--- src/rtl/core/pbm_pkg.sv ---
package pbm_pkg;

    // Seconds per minute bank.
    localparam int SECOND_BINS = 100;
    localparam int BIN_DEPTH   = 2 * SECOND_BINS;
    localparam int ROW_W       = $clog2(BIN_DEPTH);
    localparam int SCNT_W      = $clog2(SECOND_BINS);

    localparam int BIN_W   = 40;
    localparam int BYTES_W = 16;
    localparam int BITS_W  = BYTES_W + 3;
    localparam int SECS_W  = 32;

    // Reciprocal for secs / SECOND_BINS; the estimate is low by at most one.
    localparam int RECIP_SHIFT = 37;
    localparam logic [SECS_W-1:0] RECIP =
        SECS_W'((64'd1 << RECIP_SHIFT) / SECOND_BINS);
    localparam int QUO_W = 2 * SECS_W - RECIP_SHIFT;

    // Command queue, power of two deep.
    localparam int QDEPTH = 4;
    localparam int QPTR_W = $clog2(QDEPTH);
    localparam int CNT_W  = $clog2(QDEPTH + 1);

    localparam logic ACT_PACKET = 1'b0;
    localparam logic ACT_REPORT = 1'b1;

    typedef struct packed {
        logic                  action;
        logic                  minute_parity;
        logic [BYTES_W-1:0]    frame_bytes;
        logic                  upstream;
        logic [SECS_W-1:0]     epoch_seconds;
    } pbm_in_t;

    typedef struct packed {
        logic [BIN_W-1:0] peak_total_bits;
        logic [BIN_W-1:0] peak_up_bits;
        logic [BIN_W-1:0] peak_down_bits;
    } pbm_out_t;

    // Classified command passed from front to back.
    typedef struct packed {
        logic              action;
        logic              parity;
        logic              upstream;
        logic [BITS_W-1:0] bits;
        logic [ROW_W-1:0]  row;
    } pbm_op_t;

    typedef struct packed {
        logic             empty;
        logic [CNT_W-1:0] count;
    } pbm_qstat_t;

endpackage

--- src/rtl/core/pbm_queue.sv ---
module pbm_queue (
    input  logic                clk,
    input  logic                rst_n,
    input  logic                push,
    input  pbm_pkg::pbm_op_t    push_op,
    input  logic                pop,
    output pbm_pkg::pbm_op_t    head,
    output pbm_pkg::pbm_qstat_t qstat
);
    import pbm_pkg::*;

    pbm_op_t           q_mem [QDEPTH];
    logic [QPTR_W-1:0] wr_ptr_reg, rd_ptr_reg;
    logic [CNT_W-1:0]  count_reg, count_next;

    always_comb
    begin
        count_next = count_reg;
        if (push && !pop)
            count_next = count_reg + CNT_W'(1);
        else if (pop && !push)
            count_next = count_reg - CNT_W'(1);
    end

    always_ff @(posedge clk or negedge rst_n)
    begin
        if (!rst_n)
        begin
            wr_ptr_reg <= '0;
            rd_ptr_reg <= '0;
            count_reg  <= '0;
        end
        else
        begin
            if (push)
                wr_ptr_reg <= wr_ptr_reg + QPTR_W'(1);
            if (pop)
                rd_ptr_reg <= rd_ptr_reg + QPTR_W'(1);
            count_reg <= count_next;
        end
    end

    always_ff @(posedge clk)
    begin
        if (push)
            q_mem[wr_ptr_reg] <= push_op;
    end

    assign head        = q_mem[rd_ptr_reg];
    assign qstat.empty = (count_reg == '0);
    assign qstat.count = count_reg;

endmodule

--- config.mk ---
export PLATFORM = sky130hd
export DESIGN_NAME = pbm_queue
export DESIGN_NICKNAME = d
export VERILOG_FILES = /design/src/rtl/core/pbm_pkg.sv /design/src/rtl/core/pbm_queue.sv
export SDC_FILE = /design/constraint.sdc
export NUM_CORES = 1
export LEC_CHECK = 0
export BUFFER_PORTS_ARGS = -buffer_cell sky130_fd_sc_hd__buf_2
export CORE_MARGIN = 8
export CORE_UTILIZATION = 40
export CTS_CLUSTER_DIAMETER = 80
export DETAILED_ROUTE_END_ITERATION = 7
export GPL_TIMING_DRIVEN = 0
export MAX_ROUTING_LAYER = met4
export PLACE_DENSITY = 0.59
export SLEW_MARGIN = 20
export SYNTH_ARGS = -nofsm -noshare
export SYNTH_HDL_FRONTEND = slang
export SYNTH_SLANG_ARGS = --single-unit
--- constraint.sdc ---
create_clock -name clk -period 2.3 [get_ports clk]
set_input_delay 0.46 -clock clk [delete_from_list [all_inputs] [get_ports clk]]
set_output_delay 0.46 -clock clk [all_outputs]
set_load 0.05 [all_outputs]
[Word level (Yosys, flattened, before mapping)]
Memories as Yosys holds them, arrays and structs flattened.
Cells that the tools add are included.
W data, S select, Z words.
Storage, ports and cells
  input bits: 34
  memories: 1
  bits in writable memories: 120
  output and inout bits: 34
  word-level logic and storage cells: 18
  register bits: 7
Memories
  q_mem: depth 4, width 30, read ports 1, clocked after Yosys merged registers in 0, write ports 1, RTL line pbm_queue.sv:12  | pbm_op_t q_mem [QDEPTH];
Operators by class
  reduce and logical (&&, ||, !) cells: 6
  mux-type cells: 4
  $add $sub $neg: 4
Operator list (number)
  $mux W3: 2
  $add A2 B1 Y2 const B: 2
  $add A3 B1 Y3 const B: 1
  $logic_not A3 Y1: 1
  $sub A3 B1 Y3 const B: 1
  $logic_and A1 B1 Y1: 2
  $logic_not A1 Y1: 2
  $mux W1: 2
  $reduce_bool A2 Y1: 1

[Logic depth before layout (Yosys ltp)]
  word-level depth: 4
  mapped depth: 7
  mapped depth without buffers: 7

[Worst setup path after synthesis]
Ideal clock, no wire load.
  path kind: register to output
  start point: reg count_reg[0]
  end point: out qstat[3] in the netlist's numbering
  arrival time: 1.765 ns
  stages on the path, launching flop included: 2
  buffers on the path: 0
  slack: 0.075 ns
  cell sequence: dfrtp_1 > nor3_1
RTL lines
  start: declaration: RTL line pbm_queue.sv:14  | logic [CNT_W-1:0] count_reg, count_next;
  start signal: assignment: RTL line pbm_queue.sv:39  | count_reg <= count_next;
  end: declaration: RTL line pbm_queue.sv:8  | output pbm_pkg::pbm_qstat_t qstat

==> results.toml <==
[cts]
clk_path_buf_depth = 2
postCtsSetupBuffers = 0
clock_sinks = 127
h-tree-depth = 4
root_buffer = "clkbuf_16"
clkTransAtPathRegs_ns = 0.05
clk_latency_ns = 0.41
cts_tree = "built"
numCtsBuffers = 17

[sta]
tns_ns = 0
worstMarginPinSlew_ns = 0.520
rsz0062_at_grt = "false"
slew_violations = 0
hold_viol_final = 0
post-route-period-util_pct = 97.2
fin_worst_skew_ns = 0.00916
period_needed_ns = 2.24
max_freq_ghz = 0.447
setup_viol = 0
max_slew_margin_pct = 65.3

[die]
start_util_pct = 40.3
core_um2 = 11800
die-width_um = 125
ioPinCount = 68
rows = 40
die-area_um2 = 15600
die_y_um = 125

[finish]
area_delta_synth_final_pct = 25.5
utilization_pct = 50.6
nets = 321
drive_gt1_share_pct = 44.9
fin_cells = 442
largest_reg_flops = 120

[critical_path]
crit_type = "flop to output port"
cp_cell_sequence = "buf_6 -> buf_12 -> mux4_2 -> buf_4"
crit_buf_inv = 3
rrSetupSlack_ns = 0.64
path_max_fanout = 10
critPathLaunchType = "flop"
worstPathArrival_ns = 1.78
worst_setup_path_end_kind = "output port"
cp_top_family = "buffers and inverters"
required_ns = 1.84
cp_slowest_cell = "mux4_2"
max_stage_delay_ns = 0.51

[global_routing]
grt_pass1_wl_um = 13400
grt_max_degree = 18
antenna_found_initial = 1
grt_pass1_vias = 2458
gr-total-overflow = 0
grt_use_total_pct = 12.1

[synthesis]
synth_top_area_share_pct = 75.8
synth_seq_area_share_pct = 79.5
yosys-top-cells-area = "edfxtp_1 76%, mux4_2 13%, dfrtp_1 3.7%, ha_1 1.3%, buf_12 1.3%"
synth_top_area_cell = "edfxtp_1"
synth_edf_count = 120
synth_warnings = 0
syn-num-nets = 230
muxShareOfSynthArea_pct = 14.6
synth_most_common_cell = "edfxtp_1"
synthXorXnorAreaFrac_pct = 1.10
ys_types = 18
synthArstFlopShare_pct = 5.51
synth-compound-area-share_pct = 0.105
netlist_area_um2 = 4760
yosys.area_share.adder_pct = 1.74
ys.flop_type = "edfxtp_1"
ys_ff_latch = 127
yosys-top-cells-count = "120 x edfxtp_1, 28 x mux4_2, 7 x dfrtp_1, 5 x ha_1"
syn_avg_cell_area_um2 = 25.0
synth_cells = 190
yosys.area_share.simple_pct = 0.868
synth_top_family_by_area = "multiplexers"

[placement]
numPortBuffers = 67
dp_hpwl_um = 5510
dpl.cell_count = 408
place_congestion = 0.624

[run_status]
status = "finished clean"

[flow_run]
maxCapViolCount = 0

[route]
drc = 0
viasPerCell = 4.84
drt_iter0_drc = 136
wl_met3_um = 481
wl_um = 8420
vias = 2139
top_layer_used = "met4"
drtAntennaViolNets = 0
wl_per_cell_um = 19.0
dr.pass1.iters = 4
m1WireLength_um = 3700
dr_wl_met2_um = 4070

[worst_hold_path]
hp-class = "input pin to flop"

[pwr]
p_per_area_nw_per_um2 = 1510
cellLeakagePower_uw = 0.00212
vdd_ir_drop_max_v = 0.000886
## power breakdown
group,switching [µW],internal (µW)
combinational,2330,1330
sequential,134,3040
clock,870,1340
total,3330,5710
## through the flow
step,cell area [µm²],hold WS (ns),power [µW],setup slack (ns)
final,5970,0.262,9040,0.0645
after global placement,5280,0.307,6610,-0.0771
after CTS,5890,0.243,8980,0.00334
after global routing,5970,0.243,9440,0.00137
after detailed placement,5390,0.308,6750,0.448
after floorplan,4760,0.164,5860,0.0747
## worst reg2reg max path: cells and delay by family (launching register included)
family	cells	cell delay, ns
buffers and inverters	2	0.32
DFF	1	0.42
adders and majority gates	1	0.14
and+or+nand+nor	1	0.48
## cell families after synthesis
group	Yosys count
AO/OA/AOI/OAI	1
XOR/XNOR	6
adder cells (fa/ha/maj)	6
buffers and inverters	11
flip-flops	127
multiplexers	31
AND/OR/NAND/NOR	8
## cell usage in the layout, fill, tap and decap left out, types with 2 or more instances in the layout
cell type / count
xnor2_1: 2
buf_4: 18
buf_2: 47
ha_1: 5
inv_1: 4
clkinv_1: 6
xor2_1: 4
clkinv_2: 2
dfrtp_1: 7
buf_6: 6
clkinvlp_4: 2
and2_2: 4
mux4_2: 28
clkbuf_16: 17
buf_16: 4
edfxtp_1: 120
mux4_1: 2
buf_12: 3
clkbuf_1: 5
nand2_1: 2
## layout make-up
class | instances | area [µm²]
Antenna cell | 1 | 2.50
Buffer | 7 | 86.3
Clock buffer | 22 | 444
Clock inverter | 10 | 47.5
Fill cell | 963 | 5840
Inverter | 4 | 15.0
Multi-Input combinational cell | 52 | 881
Sequential cell | 127 | 3780
Tap cell | 147 | 184
Timing Repair Buffer | 72 | 532
## path summary, 6_finish.rpt
check | cells past startpoint | end | startpoint
worst max-delay path | 4 | head[25] | rd_ptr_reg[0]
worst min-delay path | 1 | q_mem[3][11] | push_op[11]
worst max register to register | 4 | q_mem[0][4] | wr_ptr_reg[0]
worst min register to register | 1 | count_reg[2] | count_reg[2]
max in group asynchronous | 2 | wr_ptr_reg[0] | rst_n
min in group asynchronous | 2 | count_reg[2] | rst_n
## per-layer routing
metal  global-route usage [%]  vias to the layer above
met4                     6.23                        0
met1                     13.4                     1078
met5                        -                        -
met2                     18.5                       68
li1                         -                      977
met3                     5.01                       16
## what timing repair did
item,in CTS,in global routing
hold endpoints to repair,7,0
setup endpoints to repair,0,23
hold buffers,1,0
gates resized for setup,0,51
Note: power is estimated with default switching activity, not from simulation.
