==> config.mk <==
export PLATFORM = sky130hd
export DESIGN_NAME = pbm_front
export DESIGN_NICKNAME = d
export VERILOG_FILES = /design/src/rtl/core/pbm_pkg.sv /design/src/rtl/core/pbm_front.sv
export SDC_FILE = /design/constraint.sdc
export NUM_CORES = 1
export LEC_CHECK = 0
export BUFFER_PORTS_ARGS = -buffer_cell sky130_fd_sc_hd__buf_2
export CAP_MARGIN = 5
export CORE_MARGIN = 5
export CORE_UTILIZATION = 40
export CTS_CLUSTER_DIAMETER = 50
export DETAILED_ROUTE_END_ITERATION = 10
export PLACE_DENSITY = 0.65
export SLEW_MARGIN = 25
export SYNTH_ARGS = -nofsm -noshare
export SYNTH_HDL_FRONTEND = slang
export SYNTH_SLANG_ARGS = --single-unit
export TNS_END_PERCENT = 20
==> constraint.sdc <==
create_clock -name clk -period 17.9 [get_ports clk]
set_input_delay 0.895 -clock clk [delete_from_list [all_inputs] [get_ports clk]]
set_output_delay 0.895 -clock clk [all_outputs]
set_load 0.005 [all_outputs]
==> src/rtl/core/pbm_pkg.sv <==
package pbm_pkg;

    // Seconds per minute bank.
    localparam int SECOND_BINS = 100;
    localparam int BIN_DEPTH   = 2 * SECOND_BINS;
    localparam int ROW_W       = $clog2(BIN_DEPTH);
    localparam int SCNT_W      = $clog2(SECOND_BINS);

    localparam int BIN_W   = 40;
    localparam int BYTES_W = 16;
    localparam int BITS_W  = BYTES_W + 3;
    localparam int SECS_W  = 32;

    // Reciprocal for secs / SECOND_BINS; the estimate is low by at most one.
    localparam int RECIP_SHIFT = 37;
    localparam logic [SECS_W-1:0] RECIP =
        SECS_W'((64'd1 << RECIP_SHIFT) / SECOND_BINS);
    localparam int QUO_W = 2 * SECS_W - RECIP_SHIFT;

    // Command queue, power of two deep.
    localparam int QDEPTH = 4;
    localparam int QPTR_W = $clog2(QDEPTH);
    localparam int CNT_W  = $clog2(QDEPTH + 1);

    localparam logic ACT_PACKET = 1'b0;
    localparam logic ACT_REPORT = 1'b1;

    typedef struct packed {
        logic                  action;
        logic                  minute_parity;
        logic [BYTES_W-1:0]    frame_bytes;
        logic                  upstream;
        logic [SECS_W-1:0]     epoch_seconds;
    } pbm_in_t;

    typedef struct packed {
        logic [BIN_W-1:0] peak_total_bits;
        logic [BIN_W-1:0] peak_up_bits;
        logic [BIN_W-1:0] peak_down_bits;
    } pbm_out_t;

    // Classified command passed from front to back.
    typedef struct packed {
        logic              action;
        logic              parity;
        logic              upstream;
        logic [BITS_W-1:0] bits;
        logic [ROW_W-1:0]  row;
    } pbm_op_t;

    typedef struct packed {
        logic             empty;
        logic [CNT_W-1:0] count;
    } pbm_qstat_t;

endpackage

==> src/rtl/core/pbm_front.sv <==
module pbm_front (
    input  logic                clk,
    input  logic                rst_n,
    input  logic                start,
    input  pbm_pkg::pbm_in_t    item,
    input  pbm_pkg::pbm_qstat_t qstat,
    output logic                busy,
    output logic                push,
    output pbm_pkg::pbm_op_t    push_op
);
    import pbm_pkg::*;

    logic              accept;
    logic [CNT_W:0]    load;

    logic              v1_reg, v1_next;
    logic [SECS_W-1:0] n1_reg;
    logic              act1_reg, par1_reg, up1_reg;
    logic [BITS_W-1:0] bits1_reg;

    logic              v2_reg, v2_next;
    logic [QUO_W-1:0]  q2_reg;
    logic [ROW_W-1:0]  nlow2_reg;
    logic              act2_reg, par2_reg, up2_reg;
    logic [BITS_W-1:0] bits2_reg;

    logic [2*SECS_W-1:0] prod;
    logic [ROW_W-1:0]    r0, rem, row;

    // Reserve a queue slot for every word still in the index pipeline.
    assign load   = (CNT_W+1)'(qstat.count) + (CNT_W+1)'(v1_reg) + (CNT_W+1)'(v2_reg);
    assign busy   = (load >= (CNT_W+1)'(QDEPTH));
    assign accept = start && !busy;

    assign v1_next = accept;
    assign v2_next = v1_reg;
    assign prod    = (2*SECS_W)'(n1_reg) * (2*SECS_W)'(RECIP);

    always_ff @(posedge clk or negedge rst_n)
    begin
        if (!rst_n)
        begin
            v1_reg <= 1'b0;
            v2_reg <= 1'b0;
        end
        else
        begin
            v1_reg <= v1_next;
            v2_reg <= v2_next;
        end
    end

    always_ff @(posedge clk)
    begin
        if (accept)
        begin
            n1_reg    <= item.epoch_seconds;
            act1_reg  <= item.action;
            par1_reg  <= item.minute_parity;
            up1_reg   <= item.upstream;
            bits1_reg <= {item.frame_bytes, 3'b000};
        end
        if (v1_reg)
        begin
            q2_reg    <= prod[RECIP_SHIFT +: QUO_W];
            nlow2_reg <= n1_reg[ROW_W-1:0];
            act2_reg  <= act1_reg;
            par2_reg  <= par1_reg;
            up2_reg   <= up1_reg;
            bits2_reg <= bits1_reg;
        end
    end

    // Remainder is below 2*SECOND_BINS, so low bits alone are exact.
    always_comb
    begin
        r0  = nlow2_reg - ROW_W'(q2_reg[ROW_W-1:0] * ROW_W'(SECOND_BINS));
        rem = (r0 >= ROW_W'(SECOND_BINS)) ? r0 - ROW_W'(SECOND_BINS) : r0;
        row = par2_reg ? rem + ROW_W'(SECOND_BINS) : rem;
    end

    assign push             = v2_reg;
    assign push_op.action   = act2_reg;
    assign push_op.parity   = par2_reg;
    assign push_op.upstream = up2_reg;
    assign push_op.bits     = bits2_reg;
    assign push_op.row      = row;

endmodule

# ---- Word level (Yosys, flattened, before mapping)
# Index checks and enable logic that the tools add are counted.
dict set report totals {
  reg_bits 88
  elab_cells 26
  in_bits 58
  latch_bits 0
  ram_bits 0
  rom_bits 0
  memories 0
}
dict set report op_classes {
  mux 2
  reduce_logical 2
  bitwise 0
  n_lt_le_gt_ge 2
  add_sub_neg 5
  mul 2
  shift 0
  n_eq_ne 0
  n_div 0
}
# operator count
set op_table {}
lappend op_table {{multiplier 32 x 30 -> 44 bit (second input constant)} 1}
lappend op_table {{two-way mux 8 bit} 2}
lappend op_table {{adder 8 x 7 -> 8 bit (second input constant)} 1}
lappend op_table {{greater-or-equal comparator 8 x 7 -> 1 bit (second input constant)} 1}
lappend op_table {{multiplier 8 x 5 -> 6 bit (second input constant)} 1}
lappend op_table {{subtractor 8 x 7 -> 8 bit (second input constant)} 1}
lappend op_table {{subtractor 8 bit} 1}
lappend op_table {{adder 3 x 1 -> 4 bit} 1}
lappend op_table {{adder 4 x 1 -> 4 bit} 1}
lappend op_table {{greater-or-equal comparator 4 x 3 -> 1 bit (second input constant)} 1}
lappend op_table {{logical AND 1 bit} 1}
lappend op_table {{logical NOT 1 bit} 1}

# ---- Depth between registers and ports, before layout
# Gate-level depths: netlist of run 1.
dict set report logic_depth {
  ltp_word 6
  depth_mapped 23
  depth_no_buf 23
}

# ---- Least setup slack after synthesis of run 1
# OpenSTA, ideal clock, no wires.
dict set report synth_path {
  path_kind {register to register}
  startpoint {register n1_reg[13]}
  endpoint {register q2_reg[4], data pin}
  period_less_slack_ns 6.225
  path_stages_with_launch 21
  t_required_ns 17.642
  setup_slack_ns 11.675
  n_path_buf 0
  setup_time_ns 0.258
  arrival_time_ns 5.967
  path_cell_list {edfxtp_1 > ha_1 > inv_1 > fa_1 > inv_1 > fa_1 > fa_1 > fa_1 > fa_1 > fa_1 > inv_1 > fa_1 > inv_1 > ha_1 > a21o_1 > a21o_1 > a21o_1 > a211oi_1 > o21ai_0 > a221o_1 > xor2_1}
}
dict set report synth_between {
  elab_chain_cells 1
}
# item line
set synth_rtl {}
lappend synth_rtl {{from (decl)} pbm_front.sv:17} ;# logic [SECS_W-1:0] n1_reg;
lappend synth_rtl {{from (signal assigned)} pbm_front.sv:57} ;# n1_reg <= item.epoch_seconds;
lappend synth_rtl {{multiplier 32 x 30 -> 44 bit} pbm_front.sv:37} ;# assign prod = (2*SECS_W)'(n1_reg) * (2*SECS_W)'(RECIP);
lappend synth_rtl {{named net prod[41]} pbm_front.sv:27} ;# logic [2*SECS_W-1:0] prod;
lappend synth_rtl {{to (signal assigned)} pbm_front.sv:65} ;# q2_reg <= prod[RECIP_SHIFT +: QUO_W];
lappend synth_rtl {{to (decl)} pbm_front.sv:22} ;# logic [QUO_W-1:0] q2_reg;
# The timed path passes the listed nets, and every way through them passes these cells.
# A chain may end at the register's enable or synchronous reset.

# ---- Final worst setup path of run 1
dict set report layout_path {
  startpoint {register n1_reg[6]}
  endpoint {register q2_reg[5], data pin}
}
# Same word-level chain as after synthesis.

==> qor.csv, run 1 <==
metric;value;unit
final setup fails;0;
initial antenna violation count;1;
Routed WL;35.2;mm
grt met3 use;3.43;%
total negative setup slack;0;ns
Post-DP Area;15800;um^2
synthesized netlist cell count;1313;
number of synthesized flops with an enable pin;84;
latest clock arrival within the worst-skew pair;0.37;ns
GRT Residual Overflow;0;
Synth warnings;0;
synth cell count leaders;inv_1, fa_1, ha_1;
dominant cell type by area after synthesis;fa_1;
GPL Wtd Cong;0.914;
DIE AREA;41000;um^2
Area Overhead vs Synth;8.57;%
data arrival time of the critical path;7.44;ns
post_cts resized;0;
final worst-path cycle share;41.2;%
Tot GR Track Use;18.0;%
cts-stage hold buffer count;0;
I/O Buffers;85;
Synth top area share;38.3;%
highest clock rate;0.136;GHz
CTS H-tree lvls;3;
synth top area cells;fa_1, ha_1, edfxtp_1, inv_1, xnor2_1;
Die X;203;um
Critical Path RT;17.97;ns
Top Ports;90;
fin nets;2014;
relative slew slack;50.1;%
Pre-antenna DRT Iters;5;
core area;36600;um^2
synthesized area;14800;um^2
WHS;0.305;ns
Worst Path Max Fanout;10;
Least-Margin Pin Slew;0.748;ns
fin. max-slew vios;0;
Post-synth ARST share;2.33;%
CP Class;reg2reg;
vias in the first global route;10047;
CP Capture Type;register;
Largest register FFs;32;
CTS tree;yes;
WL/cell;18.7;um
Finished Cell Area;16100;um^2
Avg Inst Size Synth;11.3;um^2
# DRC;0;
largest net degree at the start of global routing;53;
met2 GRT Util;30.4;%
CTS Buf Count;9;
ys flop type;edfxtp_1;
most common cell in the netlist;inv_1;
CTS Sinks;86;
flops & latches, synth;86;
layout cell share with drive strength beyond 1;7.95;%
Detailed Place HPWL;31.2;mm
Setup Skew;0.0118;ns
busiest layer in global routing;met2;
total number of vias;8969;
DR vias/cell;4.78;
Setup crit start kind;register;
root buf cell;clkbuf_16;
post-route minimum period;7.37;ns
remaining antenna violation count;0;
Yosys cell types;52;
num rows;70;
max cap viols;0;
# Post-CTS Setup Buffers;0;
Initial Util;40.5;%
Chip Height;203;um
Fin. Hold Viols;0;
number of buffers on the longest clock path;2;
DRT iter0 DRCs;443;
hold crit path type;in2async;
CTS clock-pin slew for the worst setup and hold paths;0.06;ns
unrepaired setup endpoints after global routing;false;
met1 global-route usage;23.8;%
status;complete, no violations;
first-pass GRT wire length;56.0;mm
Seq/Total Area, Yosys;17.3;%
[metrics by stage]
step | setup WS [ns] | util [%] | cells
after floorplan | 11.68 | - | 1315
after global placement | 10.66 | 43.2 | 1861
after detailed placement | 10.59 | 43.2 | 1861
after CTS | 10.55 | 44.0 | 1877
after global routing | 10.30 | 44.0 | 1878
final | 10.53 | 44.0 | 1878
[area by class of cell]
cell class / count / area (um^2)
Clock buffer: 10 / 229
Multi-Input combinational cell: 770 / 10500
Fill cell: 3453 / 20500
Antenna cell: 1 / 2.50
Tap cell: 468 / 586
Inverter: 450 / 1690
Timing Repair Buffer: 87 / 440
Sequential cell: 86 / 2570
Clock inverter: 6 / 62.6
[worst max-delay path: stages, from the launching register on]
cell	delay, ns
edfxtp_1	0.80
ha_1	0.37
inv_1	0.09
fa_1	0.50
inv_1	0.06
fa_1	0.40
inv_1	0.09
fa_1	0.41
inv_1	0.09
fa_1	0.43
fa_1	0.50
fa_1	0.57
inv_1	0.07
fa_1	0.47
inv_1	0.05
ha_1	0.33
a21o_1	0.20
a21o_1	0.17
a21oi_1	0.15
o21ai_0	0.21
a31oi_1	0.22
a21oi_1	0.12
a221oi_1	0.57
xnor2_1	0.21
[worst paths after layout]
path | startpoint | end | slack, ns | cells after the start
worst max-delay path | n1_reg[6] | q2_reg[5] | 10.53 | 23
worst min-delay path | rst_n | push | 0.30 | 1
worst max register to register | n1_reg[6] | q2_reg[5] | 10.53 | 23
worst min register to register | bits1_reg[8] | bits2_reg[8] | 0.42 | 0
max in group asynchronous | rst_n | v1_reg | 17.50 | 1
min in group clk | bits1_reg[8] | bits2_reg[8] | 0.42 | 0
[layer usage]
metal  wire length [um]  vias up
li1                   -     4225
met1              15200     4520
met2              17400      181
met3               1670       43
met4                908        0
met5                  0        -
[cells by family (layout without fill, tap and decap cells)]
family / count (synthesis) / count (layout) / share of synthesized area [%]
muxes: 2 / 2 / 0.143
buffers and inverters: 459 / 553 / 11.8
adders and majority gates: 552 / 552 / 60.9
and+or+nand+nor: 63 / 63 / 2.28
xor gates and xnor gates: 45 / 45 / 2.76
other: 1 / 4 / 0.0253
DFF: 86 / 86 / 17.3
AOI/OAI and AO/OA: 105 / 105 / 4.69
[placed cells by master (no fill, tap or decap), types with 3 or more instances in the layout]
cell         n
and4_1       3
nor2b_1      3
xor2_1       9
nor3_1       6
o21ai_1      3
clkbuf_16    9
xnor2_1     34
inv_1      450
nand2_1      8
nor2_1      15
a31oi_1      4
a21oi_1     31
fa_1       284
a221o_1      3
a211oi_1     4
a21o_1      23
o21a_1       3
nand2b_1     3
buf_2       85
ha_1       268
nand4_1      4
conb_1       3
nand3_1      6
and3_1       6
edfxtp_1    84
o21ai_0     14
Power of run 1 is not shown: default switching activity piles up to over one toggle a cycle in this logic, so the estimate is an artifact.
==> inputs of run 2 (changes only) <==
clock period = 7.4 ns   (was 17.9 ns; I/O delays follow)
==> run 2 against run 1 <==
Worst hold slack worse by 0.12 ns. Global-route usage grew 0.19 points. Utilization increased by 0.22 points. Critical path depth fell by 2. Sequential share of layout area is 0.080 points lower. Maximum frequency grew 4.7%. Non-clock buffer count grew 13. First-iteration DRC count up 23%. Critical endpoint unchanged. Worst setup slack lost 10 ns. Sequential cell count stayed put.
==> qor.csv, run 2 (synthesis results as in run 1) <==
metric;value;unit;change
fin nets;2027;;was 2014
data arrival time of the critical path;7.11;ns;was 7.44 ns
Tot GR Track Use;18.1;%;was 18.0%
Largest register FFs;32;;unchanged
Area Overhead vs Synth;9.12;%;was 8.57%
Setup Skew;0.0119;ns;was 0.0118 ns
hold depth;1;;
DR vias/cell;4.81;;was 4.78
GRT Residual Overflow;0;;unchanged
# Post-CTS Setup Buffers;0;;unchanged
Routed WL;35.6;mm;was 35.2 mm
I/O Buffers;85;;unchanged
CP Class;reg2reg;;unchanged
n_diodes;0;;was 1
core area;36600;um^2;unchanged
WL/cell;18.8;um;was 18.7 um
DRT iter0 DRCs;546;;was 443
hold crit path type;in2reg;;was in2async
number of buffers on the longest clock path;2;;unchanged
layout cell share with drive strength beyond 1;8.79;%;was 7.95%
CTS Sinks;86;;unchanged
cts-stage hold buffer count;1;;was 0
Least-Margin Pin Slew;0.773;ns;was 0.748 ns
unrepaired setup endpoints after global routing;false;;unchanged
initial antenna violation count;0;;was 1
total number of vias;9092;;was 8969
CTS tree;yes;;unchanged
Top Ports;90;;unchanged
Worst R2R Path Depth;21;;was 23
CTS Buf Count;9;;unchanged
CTS clock-pin slew for the worst setup and hold paths;0.07;ns;was 0.06 ns
Fin. Hold Viols;0;;unchanged
post_cts resized;0;;unchanged
Critical R2R Launch;n1_reg[12];;was n1_reg[6]
Pre-antenna DRT Iters;5;;unchanged
max cap viols;0;;unchanged
DIE AREA;41000;um^2;unchanged
latest clock arrival within the worst-skew pair;0.35;ns;was 0.37 ns
post-route minimum period;7.04;ns;was 7.37 ns
GPL Wtd Cong;0.904;;was 0.914
first-pass GRT wire length;56.8;mm;was 56.0 mm
R2R setup slack;0.36;ns;was 10.53 ns
status;complete, no violations;;unchanged
Worst Path Max Fanout;9;;was 10
Detailed Place HPWL;31.8;mm;was 31.2 mm
final setup fails;0;;unchanged
num rows;70;;unchanged
total negative setup slack;0;ns;unchanged
# DRC;0;;unchanged
CTS H-tree lvls;3;;unchanged
Die X;203;um;unchanged
highest clock rate;0.142;GHz;was 0.136 GHz
largest net degree at the start of global routing;35;;was 53
Initial Util;40.5;%;unchanged
Critical R2R Capture;q2_reg[5];;unchanged
Setup crit start kind;register;;unchanged
CP Capture Type;register;;unchanged
Hold EP;n1_reg[19];;
hold path start;item[19];;
Critical Path RT;7.47;ns;was 17.97 ns
final worst-path cycle share;95.1;%;was 41.2%
fin. max-slew vios;0;;unchanged
Chip Height;203;um;unchanged
vias in the first global route;10131;;was 10047
most frequent cells in the layout;inv_1, fa_1, ha_1;;unchanged
relative slew slack;48.3;%;was 50.1%
remaining antenna violation count;0;;unchanged
commonest non-fill, non-tap cell in the layout;inv_1;;unchanged
root buf cell;clkbuf_16;;unchanged
-- run 2: final cells by class --
class	count	area, um^2
fill	3456	20400
timing repair buffer	100	541
sequential	86	2570
clock inverter	6	46.3
multi-input combinational	770	10500
tap	468	586
clock buffer	10	229
inverter	450	1690
-- run 2: how the worst max path moves through the flow --
stage          slack, ns  cells past startpoint        end       start
5_1_grt             0.08                     21  q2_reg[5]  n1_reg[11]
6_report            0.36                     21  q2_reg[5]  n1_reg[12]
3_3_place_gp        0.39                     21  q2_reg[5]  n1_reg[11]
3_5_place_dp        0.37                     21  q2_reg[5]  n1_reg[11]
4_1_cts             0.32                     21  q2_reg[5]  n1_reg[11]
2_1_floorplan       1.18                     20  q2_reg[4]  n1_reg[13]
-- run 2: through the flow --
step | instance area, um^2 | hold WS (ns) | cells | setup slack, ns | util (%)
2_1_floorplan | 14800 | 0.0744 | 1315 | 1.18 | -
3_3_place_gp | 15900 | 0.154 | 1873 | 0.388 | 43.4
3_5_place_dp | 15900 | 0.158 | 1873 | 0.370 | 43.4
6_report | 16200 | 0.186 | 1890 | 0.360 | 44.2
4_1_cts | 16200 | 0.172 | 1890 | 0.324 | 44.2
5_1_grt | 16200 | 0.175 | 1890 | 0.0807 | 44.2
-- run 2: worst max-delay path: stages (launching register included) --
cell      delay (ns)
edfxtp_1        0.72
fa_1            0.56
ha_1            0.30
inv_1           0.05
fa_1            0.54
inv_1           0.07
fa_1            0.49
fa_1            0.53
fa_1            0.43
fa_1            0.53
inv_1           0.06
fa_1            0.48
inv_1           0.04
ha_1            0.31
a21o_1          0.19
a21o_1          0.18
a41oi_1         0.16
o21ai_0         0.17
a31oi_1         0.17
a21oi_1         0.12
a221oi_1        0.46
xnor2_1         0.16
-- run 2: layer usage --
| layer | share of wire, % | up-vias | track usage [%] | routed length (um) |
|---|---|---|---|---|
| met3 | 5.5 | 44 | 3.39 | 1950 |
| met4 | 2.6 | 0 | 4.44 | 910 |
| met2 | 48 | 219 | 30.2 | 17200 |
| li1 | - | 4241 | - | - |
| met1 | 43 | 4588 | 24.8 | 15500 |
| met5 | 0 | - | 0 | 0 |
Power of run 2 is left out for the same reason.
